[src/hw/rtl/mdi_pkg.sv]
`default_nettype none

package mdi_pkg;

    // Width of the payload fields on the ports
    localparam int FIELD_W = 32;
    // Working width of the arithmetic (operands are taken to this many bits)
    localparam int WIDTH   = 32;
    localparam int CNT_W   = $clog2(WIDTH);

    typedef enum logic [1:0] {
        ST_OK          = 2'd0,
        ST_NOT_COPRIME = 2'd1,
        ST_BAD_MODULUS = 2'd2
    } status_t;

    typedef struct packed {
        logic [FIELD_W-1:0] value;
        logic [FIELD_W-1:0] modulus;
    } operands_t;

    typedef struct packed {
        logic [FIELD_W-1:0] inverse_out;
        status_t            status;
    } result_t;

    // Bezout coefficient, magnitude never above the modulus
    typedef logic signed [WIDTH:0]   coef_t;
    // Quotient times coefficient, magnitude never above twice the modulus
    typedef logic signed [WIDTH+1:0] prod_t;

    typedef struct packed {
        logic             go;
        logic [WIDTH-1:0] dividend;
        logic [WIDTH-1:0] divisor;
        coef_t            coef;
    } div_req_t;

    typedef struct packed {
        logic             done;
        logic             busy;
        logic [WIDTH-1:0] rem;
        prod_t            prod;
    } div_rsp_t;

endpackage

`default_nettype wire

[src/hw/rtl/mdi_divider.sv]
`default_nettype none

// Restoring divider, one quotient bit per cycle, MSB first. Each quotient
// bit also folds the coefficient into a Horner accumulator so that the
// product quotient * coef is ready together with the remainder.
module mdi_divider (
    input  wire logic             clk,
    input  wire logic             rst_n,
    input  wire mdi_pkg::div_req_t req,
    output mdi_pkg::div_rsp_t      rsp
);

    logic [mdi_pkg::CNT_W-1:0] cnt_reg;
    logic                      active_reg;
    logic                      done_reg;
    logic [mdi_pkg::WIDTH-1:0] rem_reg;
    logic [mdi_pkg::WIDTH-1:0] dvd_reg;
    logic [mdi_pkg::WIDTH-1:0] dvs_reg;
    mdi_pkg::coef_t            coef_reg;
    mdi_pkg::prod_t            acc_reg;

    logic [mdi_pkg::WIDTH:0]   trial;
    logic [mdi_pkg::WIDTH:0]   diff;
    logic                      fits;
    logic [mdi_pkg::WIDTH-1:0] rem_step;
    mdi_pkg::prod_t            acc_step;

    always_comb
    begin
        trial    = {rem_reg, dvd_reg[mdi_pkg::WIDTH-1]};
        diff     = trial - {1'b0, dvs_reg};
        fits     = (trial >= {1'b0, dvs_reg});
        rem_step = fits ? diff[mdi_pkg::WIDTH-1:0] : trial[mdi_pkg::WIDTH-1:0];
        acc_step = (acc_reg <<< 1) + (fits ? mdi_pkg::prod_t'(coef_reg) : '0);
    end

    always_ff @(posedge clk or negedge rst_n)
    begin
        if (!rst_n)
        begin
            cnt_reg    <= '0;
            active_reg <= 1'b0;
            done_reg   <= 1'b0;
        end
        else
        begin
            done_reg <= 1'b0;
            if (req.go)
            begin
                cnt_reg    <= mdi_pkg::CNT_W'(mdi_pkg::WIDTH - 1);
                active_reg <= 1'b1;
            end
            else if (active_reg)
            begin
                cnt_reg <= cnt_reg - 1'b1;
                if (cnt_reg == '0)
                begin
                    active_reg <= 1'b0;
                    done_reg   <= 1'b1;
                end
            end
        end
    end

    always_ff @(posedge clk)
    begin
        if (req.go)
        begin
            rem_reg  <= '0;
            dvd_reg  <= req.dividend;
            dvs_reg  <= req.divisor;
            coef_reg <= req.coef;
            acc_reg  <= '0;
        end
        else if (active_reg)
        begin
            rem_reg <= rem_step;
            dvd_reg <= {dvd_reg[mdi_pkg::WIDTH-2:0], 1'b0};
            acc_reg <= acc_step;
        end
    end

    assign rsp.done = done_reg;
    assign rsp.busy = active_reg;
    assign rsp.rem  = rem_reg;
    assign rsp.prod = acc_reg;

endmodule

`default_nettype wire

[src/hw/rtl/modular_inverse_unit.sv]
`default_nettype none

// Modular inverse by the extended Euclidean algorithm.
//
// Input channel: drive operands (value, modulus) and raise start; the beat
// is taken at the rising edge where start is high and busy is low. busy
// stays high while the item is being worked on.
// Output channel: the result beat (inverse_out, status) appears on result
// for exactly one cycle with done high. The receiver cannot stall it, so
// capture it on that cycle; it is not repeated.
// Status: ok, not coprime (inverse 0), or modulus below 2 (inverse 0).
//
// Timing: a modulus below 2 is answered the cycle after the beat, with
// busy staying low. Otherwise one division reduces value modulo modulus,
// then each Euclid round is one further division. The shared divider
// produces one quotient bit per cycle, and the result is reported once a
// division leaves a zero remainder. One item is in flight at a time.
//
// Reset clears the sequencer and the strobes; no result is pending after it.
module modular_inverse_unit (
    input  wire logic               clk,
    input  wire logic               rst_n,
    input  wire logic               start,
    output logic                    busy,
    input  wire mdi_pkg::operands_t operands,
    output logic                    done,
    output mdi_pkg::result_t        result
);

    typedef enum logic [2:0] {
        S_IDLE   = 3'b001,
        S_REDUCE = 3'b010,
        S_ROUND  = 3'b100
    } state_t;

    state_t                    state_reg, state_next;
    logic                      done_reg, done_next;
    mdi_pkg::result_t          result_reg, result_next;
    logic [mdi_pkg::WIDTH-1:0] m_reg, m_next;
    logic [mdi_pkg::WIDTH-1:0] r_prev_reg, r_prev_next;
    logic [mdi_pkg::WIDTH-1:0] r_cur_reg, r_cur_next;
    mdi_pkg::coef_t            c_prev_reg, c_prev_next;
    mdi_pkg::coef_t            c_cur_reg, c_cur_next;

    mdi_pkg::div_req_t         div_req;
    mdi_pkg::div_rsp_t         div_rsp;

    logic [mdi_pkg::WIDTH-1:0] val_w;
    logic [mdi_pkg::WIDTH-1:0] mod_w;
    logic                      accept;
    mdi_pkg::coef_t            c_new;
    logic [mdi_pkg::WIDTH-1:0] fin_r;
    mdi_pkg::coef_t            fin_c;
    mdi_pkg::coef_t            fin_fix;

    mdi_divider u_div (
        .clk   (clk),
        .rst_n (rst_n),
        .req   (div_req),
        .rsp   (div_rsp)
    );

    always_comb
    begin
        val_w  = mdi_pkg::WIDTH'(operands.value);
        mod_w  = mdi_pkg::WIDTH'(operands.modulus);
        accept = start && (state_reg == S_IDLE);

        // Next coefficient from the product the divider built alongside q
        c_new = c_prev_reg - mdi_pkg::coef_t'(div_rsp.prod);

        // On the last division the gcd and its coefficient are the values
        // held before the zero remainder: right after the reduction that is
        // the modulus itself with coefficient 0.
        if (state_reg == S_REDUCE)
        begin
            fin_r = r_prev_reg;
            fin_c = c_prev_reg;
        end
        else
        begin
            fin_r = r_cur_reg;
            fin_c = c_cur_reg;
        end
        // Fold a negative coefficient back into 0 .. modulus-1
        fin_fix = fin_c[mdi_pkg::WIDTH] ? (fin_c + mdi_pkg::coef_t'({1'b0, m_reg})) : fin_c;

        state_next  = state_reg;
        done_next   = 1'b0;
        result_next = result_reg;
        m_next      = m_reg;
        r_prev_next = r_prev_reg;
        r_cur_next  = r_cur_reg;
        c_prev_next = c_prev_reg;
        c_cur_next  = c_cur_reg;

        div_req          = '0;
        div_req.go       = 1'b0;

        unique case (state_reg) inside
            S_IDLE:
            begin
                if (accept)
                begin
                    if (mod_w < mdi_pkg::WIDTH'(2))
                    begin
                        // Answer a useless modulus at once
                        done_next               = 1'b1;
                        result_next.inverse_out = '0;
                        result_next.status      = mdi_pkg::ST_BAD_MODULUS;
                    end
                    else
                    begin
                        m_next           = mod_w;
                        r_prev_next      = mod_w;
                        c_prev_next      = '0;
                        c_cur_next       = mdi_pkg::coef_t'(1);
                        div_req.go       = 1'b1;
                        div_req.dividend = val_w;
                        div_req.divisor  = mod_w;
                        div_req.coef     = '0;
                        state_next       = S_REDUCE;
                    end
                end
            end

            S_REDUCE, S_ROUND:
            begin
                if (div_rsp.done)
                begin
                    if (div_rsp.rem == '0)
                    begin
                        // Euclid ends: report the gcd test
                        done_next  = 1'b1;
                        state_next = S_IDLE;
                        if (fin_r == mdi_pkg::WIDTH'(1))
                        begin
                            result_next.inverse_out =
                                mdi_pkg::FIELD_W'(fin_fix[mdi_pkg::WIDTH-1:0]);
                            result_next.status      = mdi_pkg::ST_OK;
                        end
                        else
                        begin
                            result_next.inverse_out = '0;
                            result_next.status      = mdi_pkg::ST_NOT_COPRIME;
                        end
                    end
                    else
                    begin
                        // Advance one round and launch the next division
                        div_req.go      = 1'b1;
                        div_req.divisor = div_rsp.rem;
                        if (state_reg == S_REDUCE)
                        begin
                            r_cur_next       = div_rsp.rem;
                            div_req.dividend = r_prev_reg;
                            div_req.coef     = c_cur_reg;
                        end
                        else
                        begin
                            r_prev_next      = r_cur_reg;
                            r_cur_next       = div_rsp.rem;
                            c_prev_next      = c_cur_reg;
                            c_cur_next       = c_new;
                            div_req.dividend = r_cur_reg;
                            div_req.coef     = c_new;
                        end
                        state_next = S_ROUND;
                    end
                end
            end

            default:
            begin
                state_next = S_IDLE;
            end
        endcase
    end

    always_ff @(posedge clk or negedge rst_n)
    begin
        if (!rst_n)
        begin
            state_reg <= S_IDLE;
            done_reg  <= 1'b0;
        end
        else
        begin
            state_reg <= state_next;
            done_reg  <= done_next;
        end
    end

    always_ff @(posedge clk)
    begin
        result_reg <= result_next;
        m_reg      <= m_next;
        r_prev_reg <= r_prev_next;
        r_cur_reg  <= r_cur_next;
        c_prev_reg <= c_prev_next;
        c_cur_reg  <= c_cur_next;
    end

    assign busy   = (state_reg != S_IDLE);
    assign done   = done_reg;
    assign result = result_reg;

    // Error results always carry a zero inverse
    a_err_zero: assert property (@(posedge clk) disable iff (!rst_n)
        (done && (result.status != mdi_pkg::ST_OK)) |-> (result.inverse_out == '0))
        else $error("error result with non-zero inverse");

    // A good inverse lies below the modulus
    a_ok_range: assert property (@(posedge clk) disable iff (!rst_n)
        (done && (result.status == mdi_pkg::ST_OK))
            |-> (mdi_pkg::WIDTH'(result.inverse_out) < m_reg))
        else $error("inverse not reduced");

    // Never launch a division while the divider is still at work
    a_div_free: assert property (@(posedge clk) disable iff (!rst_n)
        div_req.go |-> !div_rsp.busy)
        else $error("divider launched while busy");

    // An accepted beat either starts work or is answered at once
    a_accept: assert property (@(posedge clk) disable iff (!rst_n)
        (start && !busy) |=> (busy || done))
        else $error("accepted beat dropped");

endmodule

`default_nettype wire
[config.mk]
export PLATFORM = sky130hd
export DESIGN_NAME = modular_inverse_unit
export DESIGN_NICKNAME = d
export VERILOG_FILES = /design/src/hw/rtl/mdi_pkg.sv /design/src/hw/rtl/mdi_divider.sv /design/src/hw/rtl/modular_inverse_unit.sv
export SDC_FILE = /design/constraint.sdc
export NUM_CORES = 1
export LEC_CHECK = 0
export ABC_AREA = 1
export BUFFER_PORTS_ARGS = -buffer_cell sky130_fd_sc_hd__buf_2
export CORE_MARGIN = 1
export CORE_UTILIZATION = 40
export CTS_CLUSTER_SIZE = 24
export DETAILED_ROUTE_END_ITERATION = 10
export SYNTH_ARGS = -nofsm -noshare
export SYNTH_HDL_FRONTEND = slang
export SYNTH_SLANG_ARGS = --single-unit
[constraint.sdc]
create_clock -name clk -period 5.39 [get_ports clk]
set_input_delay 1.3475 -clock clk [delete_from_list [all_inputs] [get_ports clk]]
set_output_delay 1.3475 -clock clk [all_outputs]
set_load 0.02 [all_outputs]
## Yosys cells after proc, flatten, opt, wreduce, memory -nomap -nowiden

Cells that the tools add are included.

- Bits in registers: 369
- Input port bits: 67

- Add/subtract/negate cells: 5
- Magnitude comparators: 2
- Equality and inequality tests: 11
- Mux-type cells: 52
- Bitwise operators: 2
- Reduce and logical (&&, ||, !) cells: 11

Operator list:

| cell | number |
|---|---|
| $mux 98 | 4 |
| $mux 33 | 11 |
| $mux 32 | 9 |
| $pmux 98 s2 | 1 |
| $mux 34 | 5 |
| $pmux 33 s2 | 2 |
| $pmux 34 s2 | 1 |
| $pmux 32 s2 | 1 |
| $add 33x33->33 | 1 |
| $ge 33x32->1 | 1 |
| $sub 33x33->33 | 1 |
| $add 32x32->32 | 1 |
| $eq 32x1->1 const B | 1 |
| $logic_not 32->1 | 1 |
| $lt 32x2->1 const B | 1 |
| $sub 32x32->32 | 1 |
| $mux 3 | 4 |
| $mux 1 | 10 |
| $mux 5 | 2 |
| $reduce_and 5->1 | 2 |
| $reduce_and 3->1 | 3 |
| $ne 2x2->1 const B | 4 |
| $pmux 3 s2 | 1 |
| $logic_not 5->1 | 1 |
| 11 further kinds | 14 |

## Longest topological paths before layout

- Depth after elaboration: 8
- Depth in mapped cells: 31
- Mapped depth without buffers: 29

## Modules after synthesis

A second synthesis with hierarchy kept.

- Cells, all modules: 3451
- Area total of the unflattened synthesis: 25086.6 µm²

Modules (own cells, without submodules):

| module | instances | cells an instance | area an instance (µm²) |
|---|---|---|---|
| modular_inverse_unit | 1 | 2088 | 14619.0 |
| mdi_divider | 1 | 1363 | 10467.5 |

## Least setup slack after synthesis

Ideal clock, no wire load.

- Path kind: input -> register
- From: input port operands[7] in the netlist's numbering
- To: register c_cur_reg[0] (enable)
- Library setup time: 0.911 ns
- Arrival time: 4.077 ns
- Required time: 4.479 ns
- Path slack: 0.402 ns
- Stages: 8
- Buffers on the path: 2
- Cells stage by stage: nor3_1 > nand4_1 > nor2_1 > nand2_1 > nand2_1 > clkbuf_1 > clkbuf_1 > nand2_1

- Longest elaborated chain between the ends: 3

RTL lines:

| what | RTL line | RTL |
|---|---|---|
| from (decl) | modular_inverse_unit.sv:25 | `input wire mdi_pkg::operands_t operands,` |
| $lt 32x2->1 | modular_inverse_unit.sv:105 | `if (mod_w < mdi_pkg::WIDTH'(2))` |
| $ne 2x2->1 (no source line) | -- |  |
| $reduce_and 5->1 (no source line) | -- |  |
| to (signal assigned) | modular_inverse_unit.sv:201 | `c_cur_reg <= c_cur_next;` |
| to (decl) | modular_inverse_unit.sv:43 | `mdi_pkg::coef_t c_cur_reg, c_cur_next;` |

Every way passes these cells.
A chain may end at the register's enable or synchronous reset.

## Worst setup path after layout

- From: register u_div.rem_reg[6] in the netlist's numbering
- To: register u_div.acc_reg[25]

- Longest elaborated chain between the ends: 4
- Elaborated cells between the ends (all ways): 7
- Classes of those cells: add/sub: 1; order compare: 1; mux: 4; reduce/logical: 1

RTL lines:

| what | RTL line | RTL |
|---|---|---|
| from (decl) | mdi_divider.sv:16 | `logic [mdi_pkg::WIDTH-1:0] rem_reg;` |
| from (signal assigned) | mdi_divider.sv:77 | `rem_reg <= rem_step;` |
| branches (longest 4 deep; another with $ge 33x32->1) | -- |  |
| to (signal assigned) | mdi_divider.sv:79 | `acc_reg <= acc_step;` |
| to (decl) | mdi_divider.sv:20 | `mdi_pkg::prod_t acc_reg;` |

Several ways; the timed one is not identified.

==> results.py <==
metrics = {
    "run_status": {
        "outcome": "finished clean",
    },
    "synthesis": {
        "synth.largest_area_cell": "edfxtp_1",
        "synth_top_area_share_pct": 36.86,
        "syn-num-nets": 3277,
        "ys.flop_type": "edfxtp_1",
        "ys_ff_latch": 369,
        "synth.distinct_cells": 56,
        "synth_warnings": 0,
        "yosysSeqAreaShare_pct": 43.47,
        "synthCells": 3078,
        "netlist_area_um2": 23870,
        "ys_async_sr_fraction_pct": 2.981,
        "ys_top_cells_by_area": "edfxtp_1 37%, nand2_1 11%, inv_1 7.2%",
        "synth_edf_count": 293,
        "postSynthAreaPerCell_um2": 7.754,
    },
    "route": {
        "dr.max_layer_used": "met5",
        "routed-wl-met3_um": 3913,
        "drt-vias-per-instance": 5.272,
        "num_vias": 20950,
        "wirelength_um": 76170,
        "wl_met1_um": 33130,
        "first_iter_violations": 1769,
        "drt-wirelength-per-cell_um": 19.17,
        "drc": 0,
        "wl_met2_um": 36700,
        "firstDrtPassIters": 5,
        "ant_nets": 0,
    },
    "min_path": {
        "hold_path.class": "reg -> reg",
    },
    "global_routing": {
        "grt_max_degree": 67,
        "antenna_found_initial": 1,
        "grt_first_pass_wirelength_um": 116000,
        "grt_pass1_vias": 19900,
        "grtUsageTotal_pct": 25.13,
        "overflow": 0,
    },
    "sta": {
        "setup_viol": 0,
        "layout_min_cycle_time_ns": 4.347,
        "worstMarginPinSlew_ns": 1.058,
        "final-max-slew-violation-count": 0,
        "fmax_ghz": 0.2301,
        "period_share_pct": 80.65,
        "tns_ns": 0,
        "rsz0062_at_grt": "no",
        "clock_skew_ns": 0.04060,
        "slew_headroom_pct": 29.45,
        "final-hold-violation-count": 0,
    },
    "clocking": {
        "insertion_delay_ns": 0.61,
        "htreeDepth": 2,
        "cts_buffers": 42,
        "clock-sinks": 369,
        "clockRootBuffer": "clkbuf_16",
        "tritoncts": "built",
        "cts_hold_buf": 0,
        "cts_resized": 0,
        "clkTransAtPathRegs_ns": 0.07,
        "post-cts-setup-buffers": 0,
        "clock_path_buffers": 3,
    },
    "layout": {
        "drive_gt1_share_pct": 8.781,
        "layout_common_cells": "683 x nand2_1, 456 x inv_1, 359 x nor2_1, 293 x edfxtp_1, 221 x o21ai_0",
        "largest_register_ffs": 34,
        "nets": 3366,
        "diodes": 0,
        "fillers": 5995,
        "synthToLayoutAreaGrowth_pct": 11.68,
        "final_common_cell": "nand2_1",
        "fin_area_um2": 26660,
    },
    "die": {
        "core_region_area_um2": 59020,
        "rows": 89,
        "dieArea_um2": 60650,
        "die_w_um": 246.3,
        "fp.dieH_um": 246.3,
        "io_pins": 103,
        "initial_utilization_pct": 40.44,
    },
    "worst_setup_path": {
        "required_ns": 5.83,
        "slowest_delay_ns": 0.50,
        "cp_slowest_cell": "inv_1",
        "critical_path.max_fanout": 16,
        "worstPathArrival_ns": 4.79,
        "crit_top_cell": "nand2_1",
        "path_cells": "ha_1 > nand2_1 > inv_1 > a21oi_1 > nand2_1 > nand2_1 > nand3_1 > nand2_1 > nand2_2 > inv_1 > nor2_1 > ha_1 > fa_1 > a21oi_1 > o21ai_0 > nand2_1 > nand2_1 > nand3_1 > nand3_1 > xnor2_1 > o22ai_1",
        "start_kind": "flip-flop",
        "cp-end-kind": "flip-flop",
        "path_class": "reg -> reg",
    },
    "run": {
        "maxCapViolCount": 0,
    },
    "power": {
        "cellPowerDensity_nw_per_um2": 651.5,
        "switchingPower_uw": 8375,
        "power_leakage_uw": 0.01208,
        "seqPwrFrac_pct": 26.4,
        "internal_power_uw": 8992,
        "pwr-share-comb_pct": 56.7,
        "finalPower_uw": 17370,
        "p_clk_share_pct": 16.9,
        "peakVddDrop_mv": 0.3054,
        "switching_share_pct": 48.22,
    },
    "placed_design": {
        "dpl_cell_area_um2": 25260,
        "place_hpwl_um": 59570,
        "io_buffers": 102,
        "gp_congestion": 0.9808,
    },
}
## critical path, delay by kind of cell (launching register included)
family,cells,cell delay (ns)
AO/OA/AOI/OAI,4,0.75
XOR/XNOR,1,0.28
adder cells (fa/ha/maj),3,1.01
buffers and inverters,2,0.55
flip-flops,1,0.35
AND/OR/NAND/NOR,11,1.21
## layout make-up
class                           count  area (um2)  area share [%]
Sequential cell                   369       10380           38.93
Inverter                          464        1743           6.538
Tap cell                          773       967.2           3.628
Clock inverter                     20       267.8           1.004
Timing Repair Buffer              132       773.2           2.901
Clock buffer                       57        1127           4.229
Multi-Input combinational cell   2158       11400           42.77
## power groups by stage
stage / clock network [uW] / registers, uW / logic, uW
after global routing: 3080 / 4650 / 11100
after global placement: 0 / 4620 / 9730
final: 2940 / 4590 / 9840
after detailed placement: 0 / 4630 / 9720
after CTS: 2980 / 4580 / 9780
after floorplan: 0 / 4410 / 7110
## Yosys cell counts (35+ instances only)
| cell | count |
|---|---|
| inv_1 | 459 |
| nor2_1 | 360 |
| nand3_1 | 164 |
| ha_1 | 128 |
| nor3_1 | 35 |
| clkbuf_1 | 46 |
| edfxtp_1 | 293 |
| o21ai_0 | 221 |
| dfxtp_1 | 65 |
| o22ai_1 | 49 |
| nand2_1 | 687 |
| or2_2 | 38 |
| a21oi_1 | 182 |
## per-stage QoR
| step | utilization [%] | cells | setup WS (ns) | hold WS (ns) |
|---|---|---|---|---|
| final | 45.17 | 3973 | 1.043 | 0.4734 |
| after CTS | 45.17 | 3973 | 1.107 | 0.4726 |
| after global placement | 42.80 | 3896 | 1.152 | 0.4425 |
| after global routing | 45.17 | 3973 | 0.5626 | 0.4772 |
| after floorplan | - | 3078 | 0.4018 | 0.4367 |
| after detailed placement | 42.80 | 3896 | 1.129 | 0.4586 |
## routing by layer
metal	GRT usage (%)	vias up
met3	3.072	124
met5	0	-
met2	43.18	596
li1	-	10420
met1	32.45	9800
met4	8.533	2
## path summary, 6_finish.rpt
path / startpoint / endpoint / slack, ns / cells past startpoint
max: u_div.rem_reg[6] / u_div.acc_reg[25] / 1.04 / 21
min: u_div.rem_reg[14] / r_cur_reg[14] / 0.47 / 0
max reg2reg: u_div.rem_reg[6] / u_div.acc_reg[25] / 1.04 / 21
min reg2reg: u_div.rem_reg[14] / r_cur_reg[14] / 0.47 / 0
max in group asynchronous: rst_n / state_reg[0] / 4.47 / 1
min in group asynchronous: rst_n / state_reg[1] / 0.64 / 1
## logic make-up (layout without fill, tap and decap cells)
| family | count (synthesis) | count (layout) | synth area share (%) |
|---|---|---|---|
| xor+xnor | 48 | 48 | 1.761 |
| mux | 1 | 1 | 0.04194 |
| flops | 369 | 369 | 43.47 |
| fa+ha+maj | 132 | 132 | 7.046 |
| simple gates | 1368 | 1368 | 24.07 |
| buf+inv | 551 | 673 | 8.996 |
| compound gates | 609 | 609 | 14.62 |
(Power assumes the default switching activity.)
